### config.mk
export PLATFORM = sky130hd
export DESIGN_NAME = kli_ctrl
export DESIGN_NICKNAME = d
export VERILOG_FILES = /design/src/kli_pkg.sv /design/src/kli_ctrl.sv
export SDC_FILE = /design/constraint.sdc
export NUM_CORES = 1
export LEC_CHECK = 0
export BUFFER_PORTS_ARGS = -buffer_cell sky130_fd_sc_hd__buf_2
export CAP_MARGIN = 20
export CORE_AREA = 2 2 39 41
export CTS_BUF_LIST = sky130_fd_sc_hd__clkbuf_4
export DETAILED_ROUTE_END_ITERATION = 8
export DIE_AREA = 0 0 41 43
export PLACE_DENSITY_LB_ADDON = 0.25
export SLEW_MARGIN = 15
export SYNTH_ARGS = -nofsm -noshare
export SYNTH_HDL_FRONTEND = slang
export SYNTH_SLANG_ARGS = --single-unit
### constraint.sdc
create_clock -name clk -period 3.9 [get_ports clk]
set_input_delay 0 -clock clk [delete_from_list [all_inputs] [get_ports clk]]
set_output_delay 0 -clock clk [all_outputs]
set_load 0.005 [all_outputs]
### src/kli_pkg.sv
// Shared constants, payload types and controller/datapath interface types.
`default_nettype none

package kli_pkg;

  // Default sizes of the keyframe table
  localparam int DEF_MAX_KEYS   = 16;
  localparam int DEF_COMPONENTS = 3;

  // Fixed field widths
  localparam int DATA_W  = 32;
  localparam int COUNT_W = 5;
  localparam int SLOT_W  = 4;
  localparam int COMP_W  = 2;

  // Divider: 33 quotient bits, one per cycle
  localparam int                   QUO_W     = DATA_W + 1;
  localparam int                   DIV_CNT_W = $clog2(QUO_W);
  localparam logic [DIV_CNT_W-1:0] DIV_LAST  = DIV_CNT_W'(QUO_W - 1);

  // Operation codes of an input item
  localparam logic OP_WRITE = 1'b0;
  localparam logic OP_QUERY = 1'b1;

  // Saturation limits
  localparam logic signed [DATA_W-1:0] RES_MAX = 32'sh7FFF_FFFF;
  localparam logic signed [DATA_W-1:0] RES_MIN = 32'sh8000_0000;

  typedef struct packed {
    logic                      op;
    logic [SLOT_W-1:0]         entry_index;
    logic signed [DATA_W-1:0]  position;
    logic signed [DATA_W-1:0]  value_first;
    logic signed [DATA_W-1:0]  value_second;
    logic signed [DATA_W-1:0]  value_third;
    logic [COMP_W-1:0]         component;
  } item_t;

  typedef struct packed {
    logic signed [DATA_W-1:0]  result;
    logic                      saturated;
  } result_t;

  typedef enum logic [3:0] {
    ST_IDLE,
    ST_CHECK,
    ST_SCAN,
    ST_PAIR1,
    ST_PAIR2,
    ST_DIFF,
    ST_MUL,
    ST_ADD,
    ST_PREP,
    ST_DIV,
    ST_SUM,
    ST_DONE
  } ctl_state_t;

  typedef enum logic [3:0] {
    DP_NONE,
    DP_WRITE,
    DP_LOAD_QUERY,
    DP_ZERO,
    DP_MATCH,
    DP_PAIR1,
    DP_PAIR2,
    DP_DIFF,
    DP_Y1,
    DP_MUL,
    DP_ADD,
    DP_CLIP,
    DP_DIV_INIT,
    DP_DIV_STEP,
    DP_SUM
  } dp_op_t;

  typedef enum logic [2:0] {
    IDX_HOLD,
    IDX_CLEAR,
    IDX_INC,
    IDX_DEC,
    IDX_LAST_PAIR
  } idx_op_t;

  typedef struct packed {
    dp_op_t  dp_op;
    idx_op_t idx_op;
  } kli_cmd_t;

  typedef struct packed {
    logic comp_bad;
    logic count_zero;
    logic count_one;
    logic key_lt;
    logic key_eq;
    logic idx_last;
    logic idx_zero;
    logic keys_equal;
    logic too_big;
    logic div_last;
  } kli_status_t;

endpackage

`default_nettype wire

### src/kli_ctrl.sv
// Sequencer for table writes, key search and the interpolation steps.
`default_nettype none

module kli_ctrl (
  input  logic                 clk,
  input  logic                 rst,
  input  logic                 start,
  input  logic                 op,
  input  kli_pkg::kli_status_t status,
  output kli_pkg::kli_cmd_t    cmd,
  output logic                 busy,
  output logic                 done
);
  import kli_pkg::*;

  ctl_state_t state, state_next;
  logic       accept;

  assign busy   = (state != ST_IDLE);
  assign done   = (state == ST_DONE);
  assign accept = start && !busy;

  // Hold the current state
  always_ff @(posedge clk) begin
    if (rst) begin
      state <= ST_IDLE;
    end else begin
      state <= state_next;
    end
  end

  // Next state
  always_comb begin
    state_next = state;
    case (state)
      ST_IDLE: begin
        if (accept && op == OP_QUERY) begin
          state_next = ST_CHECK;
        end
      end
      ST_CHECK: begin
        if (status.comp_bad || status.count_zero || status.count_one) begin
          state_next = ST_DONE;
        end else begin
          state_next = ST_SCAN;
        end
      end
      ST_SCAN: begin
        if (status.key_lt) begin
          if (status.idx_last) begin
            state_next = ST_PAIR1;
          end
        end else if (status.key_eq) begin
          state_next = ST_DONE;
        end else begin
          state_next = ST_PAIR1;
        end
      end
      ST_PAIR1: state_next = ST_PAIR2;
      ST_PAIR2: state_next = ST_DIFF;
      ST_DIFF: begin
        if (status.keys_equal) begin
          state_next = ST_DONE;
        end else begin
          state_next = ST_MUL;
        end
      end
      ST_MUL: state_next = ST_ADD;
      ST_ADD: state_next = ST_PREP;
      ST_PREP: begin
        if (status.too_big) begin
          state_next = ST_DONE;
        end else begin
          state_next = ST_DIV;
        end
      end
      ST_DIV: begin
        if (status.div_last) begin
          state_next = ST_SUM;
        end
      end
      ST_SUM:  state_next = ST_DONE;
      ST_DONE: state_next = ST_IDLE;
      default: state_next = ST_IDLE;
    endcase
  end

  // Datapath commands
  always_comb begin
    cmd.dp_op  = DP_NONE;
    cmd.idx_op = IDX_HOLD;
    case (state)
      ST_IDLE: begin
        if (accept) begin
          if (op == OP_QUERY) begin
            cmd.dp_op  = DP_LOAD_QUERY;
            cmd.idx_op = IDX_CLEAR;
          end else begin
            cmd.dp_op = DP_WRITE;
          end
        end
      end
      ST_CHECK: begin
        // Slot 0 is already read: a single entry returns its value
        if (status.comp_bad || status.count_zero) begin
          cmd.dp_op = DP_ZERO;
        end else if (status.count_one) begin
          cmd.dp_op = DP_MATCH;
        end
      end
      ST_SCAN: begin
        if (status.key_lt) begin
          cmd.idx_op = status.idx_last ? IDX_LAST_PAIR : IDX_INC;
        end else if (status.key_eq) begin
          cmd.dp_op = DP_MATCH;
        end else if (!status.idx_zero) begin
          cmd.idx_op = IDX_DEC;
        end
      end
      ST_PAIR1: begin
        cmd.dp_op  = DP_PAIR1;
        cmd.idx_op = IDX_INC;
      end
      ST_PAIR2: cmd.dp_op = DP_PAIR2;
      ST_DIFF:  cmd.dp_op = status.keys_equal ? DP_Y1 : DP_DIFF;
      ST_MUL:   cmd.dp_op = DP_MUL;
      ST_ADD:   cmd.dp_op = DP_ADD;
      ST_PREP:  cmd.dp_op = status.too_big ? DP_CLIP : DP_DIV_INIT;
      ST_DIV:   cmd.dp_op = DP_DIV_STEP;
      ST_SUM:   cmd.dp_op = DP_SUM;
      default: begin
        cmd.dp_op  = DP_NONE;
        cmd.idx_op = IDX_HOLD;
      end
    endcase
  end

endmodule

`default_nettype wire

==> impl_results.md, run 1 <==
* Top cell types by occurrence after synthesis: nand2_1 (10), a21oi_1 (9), o21ai_0 (8), nor2_1 (7), nor2b_1 (5)
* Number of antenna diodes at 0
* Library cells used by synthesis at 35
* Outcome: complete, no violations
* Number of hold-repair buffers added at the cts stage at 1
* Cell-by-cell listing of the critical path: nor4bb_1 > a311oi_1 > o32ai_1 > buf_2
* Count of fill cells added during filler insertion at 148
* Port buffer count at 22
* Peak supply drop at 218 uV
* Number of design rule violations left after detail routing at 0
* Layout overhead on the synthesized area at 20.3%
* Site row count at 14
* EDFF count, synth at 0
* Endpoints failing setup at 0
* Achievable frequency at 0.509 GHz
* Average wire length per cell after detail routing at roughly 12 um
* Register-to-register setup slack at between 2 and 2.5 ns
* Fraction of layout cells with a size suffix above 1 at 30.4%
* Detailed-routing iteration count for the pre-antenna-repair pass at 5
* TritonCTS clock tree: done
* Number of antenna violations at the first check in global routing at 0
* Power per cell area at 623 nW/um^2
* Core box area at roughly 1400 um^2
* Initial core utilization at 40.6%
* Antenna Violating Nets Remaining at 0
* Final Max Tran Viols at 0
* WS Path Type: register to output pin
* Req. time, crit path at 3.90 ns
* Number of global-route vias before repair at 546
* Number of DRC markers after the initial detailed-route iteration at 15
* Number of buffer and inverter stages on the critical path at 1
* Top cell type by total area after synthesis: dfxtp_1
* Slowest stage delay, CP at 0.69 ns
* Arrival time at the worst endpoint at 1.96 ns
* Tightest slew margin relative to the limit at 49.6%
* Top delay family on crit path: flip-flops
* Post-Syn Instances at 84
* Pwr Total at 0.000421 W
* Most used DFF post-synth: dfxtp_1
* Weighted congestion at the end of routability-driven global placement at 0.743
* Overall global routing resource usage at 18.1%
* Total via count in the routed design at 671
* Clock Pin Slew Worst Setup and Hold Paths at 0.03 ns
* Critical Path Fanout Max at 19
* Net count after synthesis at 98
* Register bank with the most flops: state
* Registers with the most flip-flops: state x4
* Root Driver: clkbuf_4
* Maximum number of pins on one net before global-route repair at 26
* Global-route wire length before repair at 2.24 mm
* Type of the tightest min-delay check: input port to register
* Netlist Area Pre-Place at 562 um^2
* Number of storage elements in the synthesis netlist at 4
* Total leakage power at between 0.2 and 0.3 nW
* Transition time at the pin with the least slew margin at 0.755 ns
* Number of sinks driven by the clock tree at 4
* Synth area leaders: dfxtp_1 (14%), a21oi_1 (8.0%), o21ai_0 (7.1%)
* DRT Wirelength at 1.47 mm
* Post-CTS setup buffer count at 0
* Number of flip-flops under the largest register name at 4
* Total grt overflow at 0
* Synth Area per Inst at 6.69 um^2
* Endpoint type of the worst setup path: output pin
* Worst-case clock buffer depth at 2
* Final clock period utilization by the worst path at around half
* Setup repair after global routing missed its margin: false
* Number of buffers created by CTS at 3
* Worst skew pair latency at about 0.23 ns
* H-tree depth at 1
* Die Outline Area at 1760 um^2
* Post-synth top area share at 14.3%
* Via density per instance at 5.69
* Worst Setup Start Kind: register
* Max cap viols at 0
* Synth warnings at 0
* Endpoints failing hold at 0
* Post-cts sizing count at 0
* Portion of the post-synthesis area used by sequential elements at 14.3%
* Setup TNS after final layout at 0 ns
* Fraction of registers with async set/reset at 0%
* Most used standard cell by instance count after synthesis: nand2_1
* Net total in the final layout at around 120
* Die span in x at 41 um
* # IOs at 23
* Total half-perimeter wirelength after legalization and detailed placement at 1.03 mm
* Final worst path period need at around 2 ns
* Critical path's slowest cell: dfxtp_1
* Worst setup skew after layout at ~0.0025 ns
* Vert. Die Dim at 43 um
[cell usage in the layout (no fill, tap or decap), types with 2 or more instances in the layout]
master,n
a21oi_1,9
a311oi_1,2
buf_2,22
clkbuf_4,3
dfxtp_1,4
inv_1,2
nand2_1,10
nor2_1,7
nor2b_1,5
nor3_1,4
nor4_1,3
o21ai_0,8
o31a_1,2
[through the flow]
stage          area (um^2)  setup slack, ns  hold WS (ns)  util (%)  cells
4_1_cts                676             1.99        0.0752      48.8    118
6_report               676             1.94        0.0798      48.8    118
5_1_grt                676             1.87        0.0982      48.8    118
3_5_place_dp           643             2.12         0.210      46.5    114
3_3_place_gp           643             2.19         0.210      46.5    114
2_1_floorplan          562             2.57        0.0724         -     84
[cell families (layout without fill, tap and decap cells)]
family                    Yosys count  in the layout  synth area share (%)
and+or+nand+nor                    40             40                  39.0
AOI/OAI and AO/OA                  28             28                  33.2
buffers and inverters              10             28                  10.0
DFF                                 4              4                  14.3
xor gates and xnor gates            1              1                  1.56
muxes                               1              1                  2.00
[final cells by class]
cell class	count	area [um^2]	area share [%]
sequential	4	80.1	11.9
inverter	2	7.51	1.11
timing repair buffer	23	120	17.8
clock buffer	3	22.5	3.33
multi-input combinational	70	425	63.0
tap	16	20.0	2.96
[final timing paths]
kind                    to  depth (start not counted)       from
setup / recovery    cmd[5]                          4   state[1]
hold / removal    state[1]                          3  status[1]
setup reg to reg  state[0]                          4   state[0]
hold reg to reg   state[1]                          2   state[3]
[report_power, final]
group          switching [W]  total [W]  leakage (nW)  internal, W
logic               0.000103   0.000239         0.243     0.000135
registers          0.0000781   0.000133        0.0328    0.0000552
clock network      0.0000150  0.0000493        0.0138    0.0000343
[routing by layer]
layer | wire [um] | share of wire, % | track usage [%] | vias to the layer above
li1 | - | - | - | 349
met1 | 662 | 45 | 24.7 | 295
met2 | 710 | 48 | 28.1 | 27
met3 | 100 | 6.8 | 2.09 | 0
met4 | 0 | 0 | 6.00 | 0
met5 | 0 | 0 | 0 | -
[worst reg2reg max path: cells and delay by family (launching register included)]
family	cells	cell delay, ns
DFF	1	0.79
AOI/OAI and AO/OA	1	0.18
and+or+nand+nor	3	0.75
Note: power is estimated with default switching activity, not from simulation.
==> run 2, diff against run 1 <==
==> constraint.sdc (replaced) <==
create_clock -name clk -period 1.8 [get_ports clk]
set_input_delay 0 -clock clk [delete_from_list [all_inputs] [get_ports clk]]
set_output_delay 0 -clock clk [all_outputs]
set_load 0.005 [all_outputs]
==> run 2 against run 1 <==
  * Worst hold slack got worse by 0.020 ns
  * Global-route usage fell by 0.18 points
  * Setup slack got worse by 1.8 ns
  * Combinational power rose to 2.9 times the previous value
  * Register-to-register slack got worse by 1.7 ns
  * Via count rose by 4.2%
  * Sequential power rose by 51%
  * Critical endpoint unchanged
  * Largest cell class unchanged
==> impl_results.md, run 2 (same netlist as run 1, synthesis figures left out) <==
* Die Outline Area at 1760 um^2 (unchanged)
* Endpoints failing setup at 0 (unchanged)
* Number of flip-flops under the largest register name at 4 (unchanged)
* Startpoint of the most critical setup path: state[0] (was state[1])
* Registers with the most flip-flops: state x4 (unchanged)
* Maximum number of pins on one net before global-route repair at 20 (was 26)
* Pwr Total at 0.000999 W (was 0.000421 W)
* FF-to-FF path depth at 4 (unchanged)
* Register-to-register setup slack at 0.36 ns (was 2.09 ns)
* Final non-filler cell area at 728 um^2 (was 676 um^2)
* Capturing element of the worst setup path: cmd[5] (unchanged)
* Launch instance of the worst register-to-register path: state[3] (was state[0])
* Average wire length per cell after detail routing at 12.1 um (was 12.5 um)
* Top delay family on crit path: simple AND/OR/NAND/NOR gates (was flip-flops)
* Slowest stage delay, CP at 0.38 ns (was 0.69 ns)
* Placed Area at 688 um^2 (was 643 um^2)
* WS Path Type: register to output pin (unchanged)
* Worst-case clock buffer depth at 2 (unchanged)
* Type of the tightest min-delay check: input port to register (unchanged)
* # IOs at 23 (unchanged)
* Global-route wire length before repair at 2.20 mm (was 2.24 mm)
* Final Max Tran Viols at 0 (unchanged)
* Arrival time at the worst endpoint at 1.67 ns (was 1.96 ns)
* Peak supply drop at 654 uV (was 218 uV)
* Top library cells by usage in the layout, fill and taps aside: buf_2 (22), nand2_1 (10), a21oi_1 (9) (unchanged)
* Achievable frequency at around 0.60 GHz
* Overall global routing resource usage at 17.9% (was 18.1%)
* Endpoint type of the worst setup path: output pin (unchanged)
* TritonCTS clock tree: done (unchanged)
* Antenna Violating Nets Remaining at 0 (unchanged)
* Endpoints failing hold at 0 (unchanged)
* Worst hold slack across all endpoints at 0.0599 ns (was 0.0798 ns)
* Net total in the final layout at 124 (was 118)
* Number of DRC markers after the initial detailed-route iteration at 12 (was 15)
* Cell-by-cell listing of the critical path: buf_4 > nor4bb_2 > a311oi_1 > o32ai_1 > buf_2 (was nor4bb_1 > a311oi_1 > o32ai_1 > buf_2)
* Worst R2R End: state[0] (unchanged)
* Number of design rule violations left after detail routing at 0 (unchanged)
* Final worst path period need at 1.67 ns
* Layout overhead on the synthesized area at 29.6% (was 20.3%)
* Total grt overflow at 0 (unchanged)
* Number of buffers created by CTS at 3 (unchanged)
* Critical path's slowest cell: nor4bb_2 (was dfxtp_1)
* Register bank with the most flops: state (unchanged)
* Worst Setup Start Kind: register (unchanged)
* Via density per instance at 5.64 (was 5.69)
* Fraction of layout cells with a size suffix above 1 at 36.1% (was 30.4%)
* Transition time at the pin with the least slew margin at 0.404 ns (was 0.755 ns)
* Max cap viols at 0 (unchanged)
* Critical Path Fanout Max at 9 (was 19)
* Site row count at 14 (unchanged)
* Vert. Die Dim at 43 um (unchanged)
* Post-CTS setup buffer count at 0 (unchanged)
* Core box area at 1380 um^2 (unchanged)
* Number of antenna violations at the first check in global routing at 0 (unchanged)
* Worst setup skew after layout at 0.00273 ns (was 0.00250 ns)
* Count of fill cells added during filler insertion at 145 (was 148)
* Tightest slew margin relative to the limit at 72.7% (was 49.6%)
* Clock Pin Slew Worst Setup and Hold Paths at 0.04 ns (was 0.03 ns)
* Total leakage power at 0.322 nW (was 0.290 nW)
* Utilization of the core after routing at 52.6% (was 48.8%)
* Outcome: complete, no violations (unchanged)
* Setup TNS after final layout at 0 ns (unchanged)
* Req. time, crit path at 1.80 ns (was 3.90 ns)
* Number of global-route vias before repair at 584 (was 546)
* Number of cells on the critical path at 5 (was 4)
* H-tree depth at 1 (unchanged)
* DRT Wirelength at 1.50 mm (was 1.47 mm)
* Worst skew pair latency at 0.23 ns (about the same)
* Most frequent standard cell in the layout excluding fill and tap cells: buf_2 (unchanged)
* Final clock period utilization by the worst path at 92.7%
* Weighted congestion at the end of routability-driven global placement at 0.783 (was 0.743)
* Number of buffer and inverter stages on the critical path at 2 (was 1)
* Power per cell area at 1370 nW/um^2 (was 623 nW/um^2)
* Detailed-routing iteration count for the pre-antenna-repair pass at 4 (was 5)
* Number of sinks driven by the clock tree at 4 (unchanged)
* Die span in x at 41 um (unchanged)
* Number of antenna diodes at 0 (unchanged)
* Root Driver: clkbuf_4 (unchanged)
* Total via count in the routed design at 699 (was 671)
* Port buffer count at 22 (unchanged)
* Setup repair after global routing missed its margin: false (unchanged)
* Initial core utilization at 40.6% (unchanged)
* Total half-perimeter wirelength after legalization and detailed placement at 1.12 mm (was 1.03 mm)
-- run 2: how the worst min path moves through the flow --
stage	endpoint	slack, ns	startpoint	depth (start not counted)
CTS	state[1]	0.05	status[1]	3
global route	state[1]	0.07	status[1]	3
finish	state[1]	0.06	status[1]	3
global placement	state[3]	0.21	rst	2
detailed placement	state[3]	0.22	rst	2
floorplan	state[3]	0.07	rst	1
-- run 2: cell type report --
type	instances	area [um^2]	area share, %
Clock buffer	3	22.5	3.09
Inverter	2	7.51	1.03
Multi-Input combinational cell	70	432	59.3
Sequential cell	4	81.3	11.2
Tap cell	16	20.0	2.75
Timing Repair Buffer	29	165	22.7
-- run 2: worst min-delay path, cell delays in order --
cell	delay, ns
buf_2	0.12
nand2_1	0.07
a211oi_2	0.06
-- run 2: stage by stage --
step / worst slack [ns] / std cells
after floorplan: 0.466 / 84
after global placement: 0.177 / 120
after detailed placement: 0.157 / 120
after CTS: 0.0436 / 124
after global routing: 0.0543 / 124
final: 0.131 / 124
-- run 2: what timing repair did --
| action | in CTS | in global routing |
|---|---|---|
| gates cloned | 0 | 0 |
| setup endpoints to repair | 1 | 1 |
| gates resized for setup | 1 | 1 |
| hold buffers | 1 | 0 |
| hold endpoints to repair | 2 | 0 |
-- run 2: metal layers --
metal / up-vias / track usage (%) / routed length [um] / share of wire [%]
li1: 359 / - / - / -
met1: 319 / 20.9 / 695 / 46
met2: 21 / 30.6 / 727 / 48
met3: 0 / 3.14 / 82 / 5.5
met4: 0 / 6.00 / 0 / 0
met5: - / 0 / 0 / 0
-- run 2: where the power goes --
group / total, W / switching, W / internal [W]
Combinational: 0.000685 / 0.000333 / 0.000352
Clock: 0.000113 / 0.0000385 / 0.0000747
Sequential: 0.000201 / 0.0000791 / 0.000122
Total: 0.000999 / 0.000450 / 0.000548
==> run 3, diff against run 2 <==
--- a/config.mk
+++ b/config.mk
@@ -7,10 +7,10 @@
 export LEC_CHECK = 0
 export BUFFER_PORTS_ARGS = -buffer_cell sky130_fd_sc_hd__buf_2
 export CAP_MARGIN = 20
-export CORE_AREA = 2 2 39 41
+export CORE_MARGIN = 2
+export CORE_UTILIZATION = 25
 export CTS_BUF_LIST = sky130_fd_sc_hd__clkbuf_4
 export DETAILED_ROUTE_END_ITERATION = 8
-export DIE_AREA = 0 0 41 43
 export PLACE_DENSITY_LB_ADDON = 0.25
 export SLEW_MARGIN = 15
 export SYNTH_ARGS = -nofsm -noshare
==> constraint.sdc (replaced) <==
create_clock -name clk -period 1.53 [get_ports clk]
set_input_delay 0 -clock clk [delete_from_list [all_inputs] [get_ports clk]]
set_output_delay 0 -clock clk [all_outputs]
set_load 0.005 [all_outputs]
==> run 3 against run 2 <==
  * Non-clock buffer count up 5
  * Sequential share of layout area fell by 0.58 points
  * Critical path depth is the same
  * Clock skew grew 0.0016 ns
  * Register-to-register slack worse by 0.26 ns
  * Clock power grew 13%
  * Routed wire length rose by 14%
  * Largest power group unchanged
  * Final cell count grew 14%
  * Setup slack got worse by 0.069 ns
  * First-iteration DRC count did not move
  * Via count is 3.0% higher
  * Combinational power increased by 36%
  * Largest cell class unchanged
==> impl_results.md, run 3 (same netlist as run 1, synthesis figures left out) <==
* TritonCTS clock tree: done (unchanged)
* Detailed-routing iteration count for the pre-antenna-repair pass at 4 (unchanged)
* Number of design rule violations left after detail routing at 0 (unchanged)
* Total half-perimeter wirelength after legalization and detailed placement at 1.34 mm (was 1.12 mm)
* Number of sinks driven by the clock tree at 4 (unchanged)
* Peak supply drop at 522 uV (was 654 uV)
* DRT Wirelength at 1.71 mm (was 1.50 mm)
* Endpoints failing hold at 0 (unchanged)
* Power per cell area at 1570 nW/um^2 (was 1370 nW/um^2)
* Root Driver: clkbuf_4 (unchanged)
* Register bank with the most flops: state (unchanged)
* Net switching power at 0.000555 W (was 0.000450 W)
* Number of antenna violations at the first check in global routing at 0 (unchanged)
* Type of the tightest min-delay check: input port to register (unchanged)
* Tightest slew margin relative to the limit at 72.5% (was 72.7%)
* Utilization of the core after routing at 37.0% (was 52.6%)
* # IOs at 23 (unchanged)
* Top library cells by usage in the layout, fill and taps aside: buf_2 (22), nand2_1 (10), a21oi_1 (9), buf_4 (9), nor2_1 (7) (was buf_2 (22), nand2_1 (10), a21oi_1 (9))
* Most frequent standard cell in the layout excluding fill and tap cells: buf_2 (unchanged)
* Transition time at the pin with the least slew margin at 0.406 ns (was 0.404 ns)
* Number of buffer and inverter stages on the critical path at 2 (unchanged)
* Number of flip-flops under the largest register name at 4 (unchanged)
* Clock network fraction of total power at 10.2% (was 11.3%)
* Final worst path period need at 1.47 ns
* Port buffer count at 22 (unchanged)
* Launch instance of the worst register-to-register path: state[1] (was state[3])
* Sequential share of power at 15.9% (was 20.1%)
* Initial core utilization at 25.9% (was 40.6%)
* Number of DRC markers after the initial detailed-route iteration at 12 (unchanged)
* Post-place setup slack at 0.0723 ns (was 0.157 ns)
* Number of antenna diodes at 0 (unchanged)
* Startpoint of the most critical setup path: state[0] (unchanged)
* Final clock period utilization by the worst path at 96.0%
* Total leakage power at 0.354 nW (was 0.322 nW)
* Endpoints failing setup at 0 (unchanged)
* Worst Setup Start Kind: register (unchanged)
* Worst-case clock buffer depth at 2 (unchanged)
* Antenna Violating Nets Remaining at 0 (unchanged)
* Overall global routing resource usage at 13.4% (was 17.9%)
* Global-route wire length before repair at 2.70 mm (was 2.20 mm)
* Number of global-route vias before repair at 643 (was 584)
* Cell total after placement at 135 (was 120)
* Count of fill cells added during filler insertion at 246 (was 145)
* Final Max Tran Viols at 0 (unchanged)
* FF-to-FF path depth at 5 (was 4)
* Outcome: complete, no violations (unchanged)
* Die Outline Area at 2640 um^2 (was 1760 um^2)
* Net total in the final layout at 129 (was 124)
* Top delay family on crit path: flip-flops (was simple AND/OR/NAND/NOR gates)
* Number of buffers created by CTS at 3 (unchanged)
* Vert. Die Dim at 51.4 um (was 43 um)
* Endpoint type of the worst setup path: output pin (unchanged)
* Layout overhead on the synthesized area at 43.0% (was 29.6%)
* Count of cells along the worst hold path at 3 (unchanged)
* Worst skew pair latency at 0.23 ns (about the same)
* Internal power of the cells at 0.000706 W (was 0.000548 W)
* Site row count at 17 (was 14)
* Total grt overflow at 0 (unchanged)
* Worst setup skew after layout at 0.00429 ns (was 0.00273 ns)
* Fraction of layout cells with a size suffix above 1 at 41.6% (was 36.1%)
* Critical path's slowest cell: dfxtp_2 (was nor4bb_2)
* Worst Hold Launch: status[1] (unchanged)
* Core box area at 2170 um^2 (was 1380 um^2)
* Arrival time at the worst endpoint at 1.47 ns (was 1.67 ns)
* Critical Path Fanout Max at 6 (was 9)
* Pwr Total at 0.00126 W (was 0.000999 W)
* Cell-by-cell listing of the critical path: buf_6 > nor4bb_4 > a311oi_2 > o32ai_1 > buf_2 (was buf_4 > nor4bb_2 > a311oi_1 > o32ai_1 > buf_2)
* Weighted congestion at the end of routability-driven global placement at 0.753 (was 0.783)
* Relative contribution of combinational cells to total power at 73.9% (was 68.5%)
* Max cap viols at 0 (unchanged)
* WS Path Type: register to output pin (unchanged)
* Die span in x at 51.4 um (was 41 um)
* Via density per instance at 5.11 (was 5.64)
* Req. time, crit path at 1.53 ns (was 1.80 ns)
* Clock Pin Slew Worst Setup and Hold Paths at 0.04 ns (about the same)
* Achievable frequency at approximately 0.7 GHz
* Average wire length per cell after detail routing at 12.1 um (about the same)
* Setup ws final at 0.0613 ns (was 0.131 ns)
* Slowest stage delay, CP at 0.34 ns (was 0.38 ns)
* Final Instance Count excl. Fillers at 141 (was 124)
* Maximum number of pins on one net before global-route repair at 21 (was 20)
* Share of total power consumed by net switching at 44.0% (was 45.1%)
* Registers with the most flip-flops: state x4 (unchanged)
* Total via count in the routed design at 720 (was 699)
* Number of cells on the critical path at 5 (unchanged)
* H-tree depth at 1 (unchanged)
* Setup repair after global routing missed its margin: true (was false)
-- run 3: cell count changes in the layout (fill, tap and decap cells not counted) --
cell	before	now
o21ai_0	8	5
nor2b_2	0	1
a311oi_1	2	1
o21ai_1	0	3
clkbuf_2	0	1
nor2b_1	5	4
buf_6	0	1
nor4bb_4	0	1
nor4bb_2	1	0
dfxtp_4	0	1
buf_4	6	9
a311oi_2	0	1
dfxtp_1	3	2
-- run 3: area by class of cell --
cell class	instances	area, um^2	share of cell area, %
Clock buffer	3	22.5	2.80
Tap cell	28	35.0	4.36
Sequential cell	4	85.1	10.6
Inverter	2	7.51	0.935
Multi-Input combinational cell	70	449	55.9
Timing Repair Buffer	34	204	25.4
-- run 3: per-layer routing --
metal	global-route usage [%]	share of wire (%)
met5	0	0
met4	5.26	0
met3	1.17	3.8
met2	22.6	49
met1	17.4	47
-- run 3: final timing paths --
check                                end  slack, ns
worst min register to register  state[1]       0.73
worst min-delay path            state[1]       0.06
worst max register to register  state[0]       0.10
worst max-delay path              cmd[5]       0.06
-- run 3: worst reg2reg max path: cells and delay by family (launching register included) --
kind            cells  cell delay (ns)
compound gates      2             0.32
buf+inv             1             0.13
flops               1             0.35
simple gates        2             0.54
-- run 3: power by group through the flow --
stage	clock network, W	logic (W)	registers (W)
after floorplan	0	0.000610	0.000170
after global placement	0	0.000856	0.000201
after detailed placement	0	0.000861	0.000203
after CTS	0.000138	0.000880	0.000206
after global routing	0.000147	0.00103	0.000208
final	0.000128	0.000933	0.000200
-- run 3: through the flow --
stage	area (um^2)	hold slack [ns]	TNS [ns]
floorplan	562	0.0724	0
global placement	726	0.216	0
global route	803	0.0814	-0.0345
detailed placement	726	0.216	0
CTS	776	0.0545	-0.00150
finish	803	0.0611	0
-- run 3: what timing repair did --
| item | 4_1_cts | 5_1_grt |
|---|---|---|
| pin swaps | 1 | 3 |
| hold endpoints to repair | 2 | 0 |
| endpoints found under the setup margin | 2 | 4 |
| gates resized for setup | 4 | 7 |
| hold buffers | 1 | 0 |
| setup buffers | 0 | 2 |
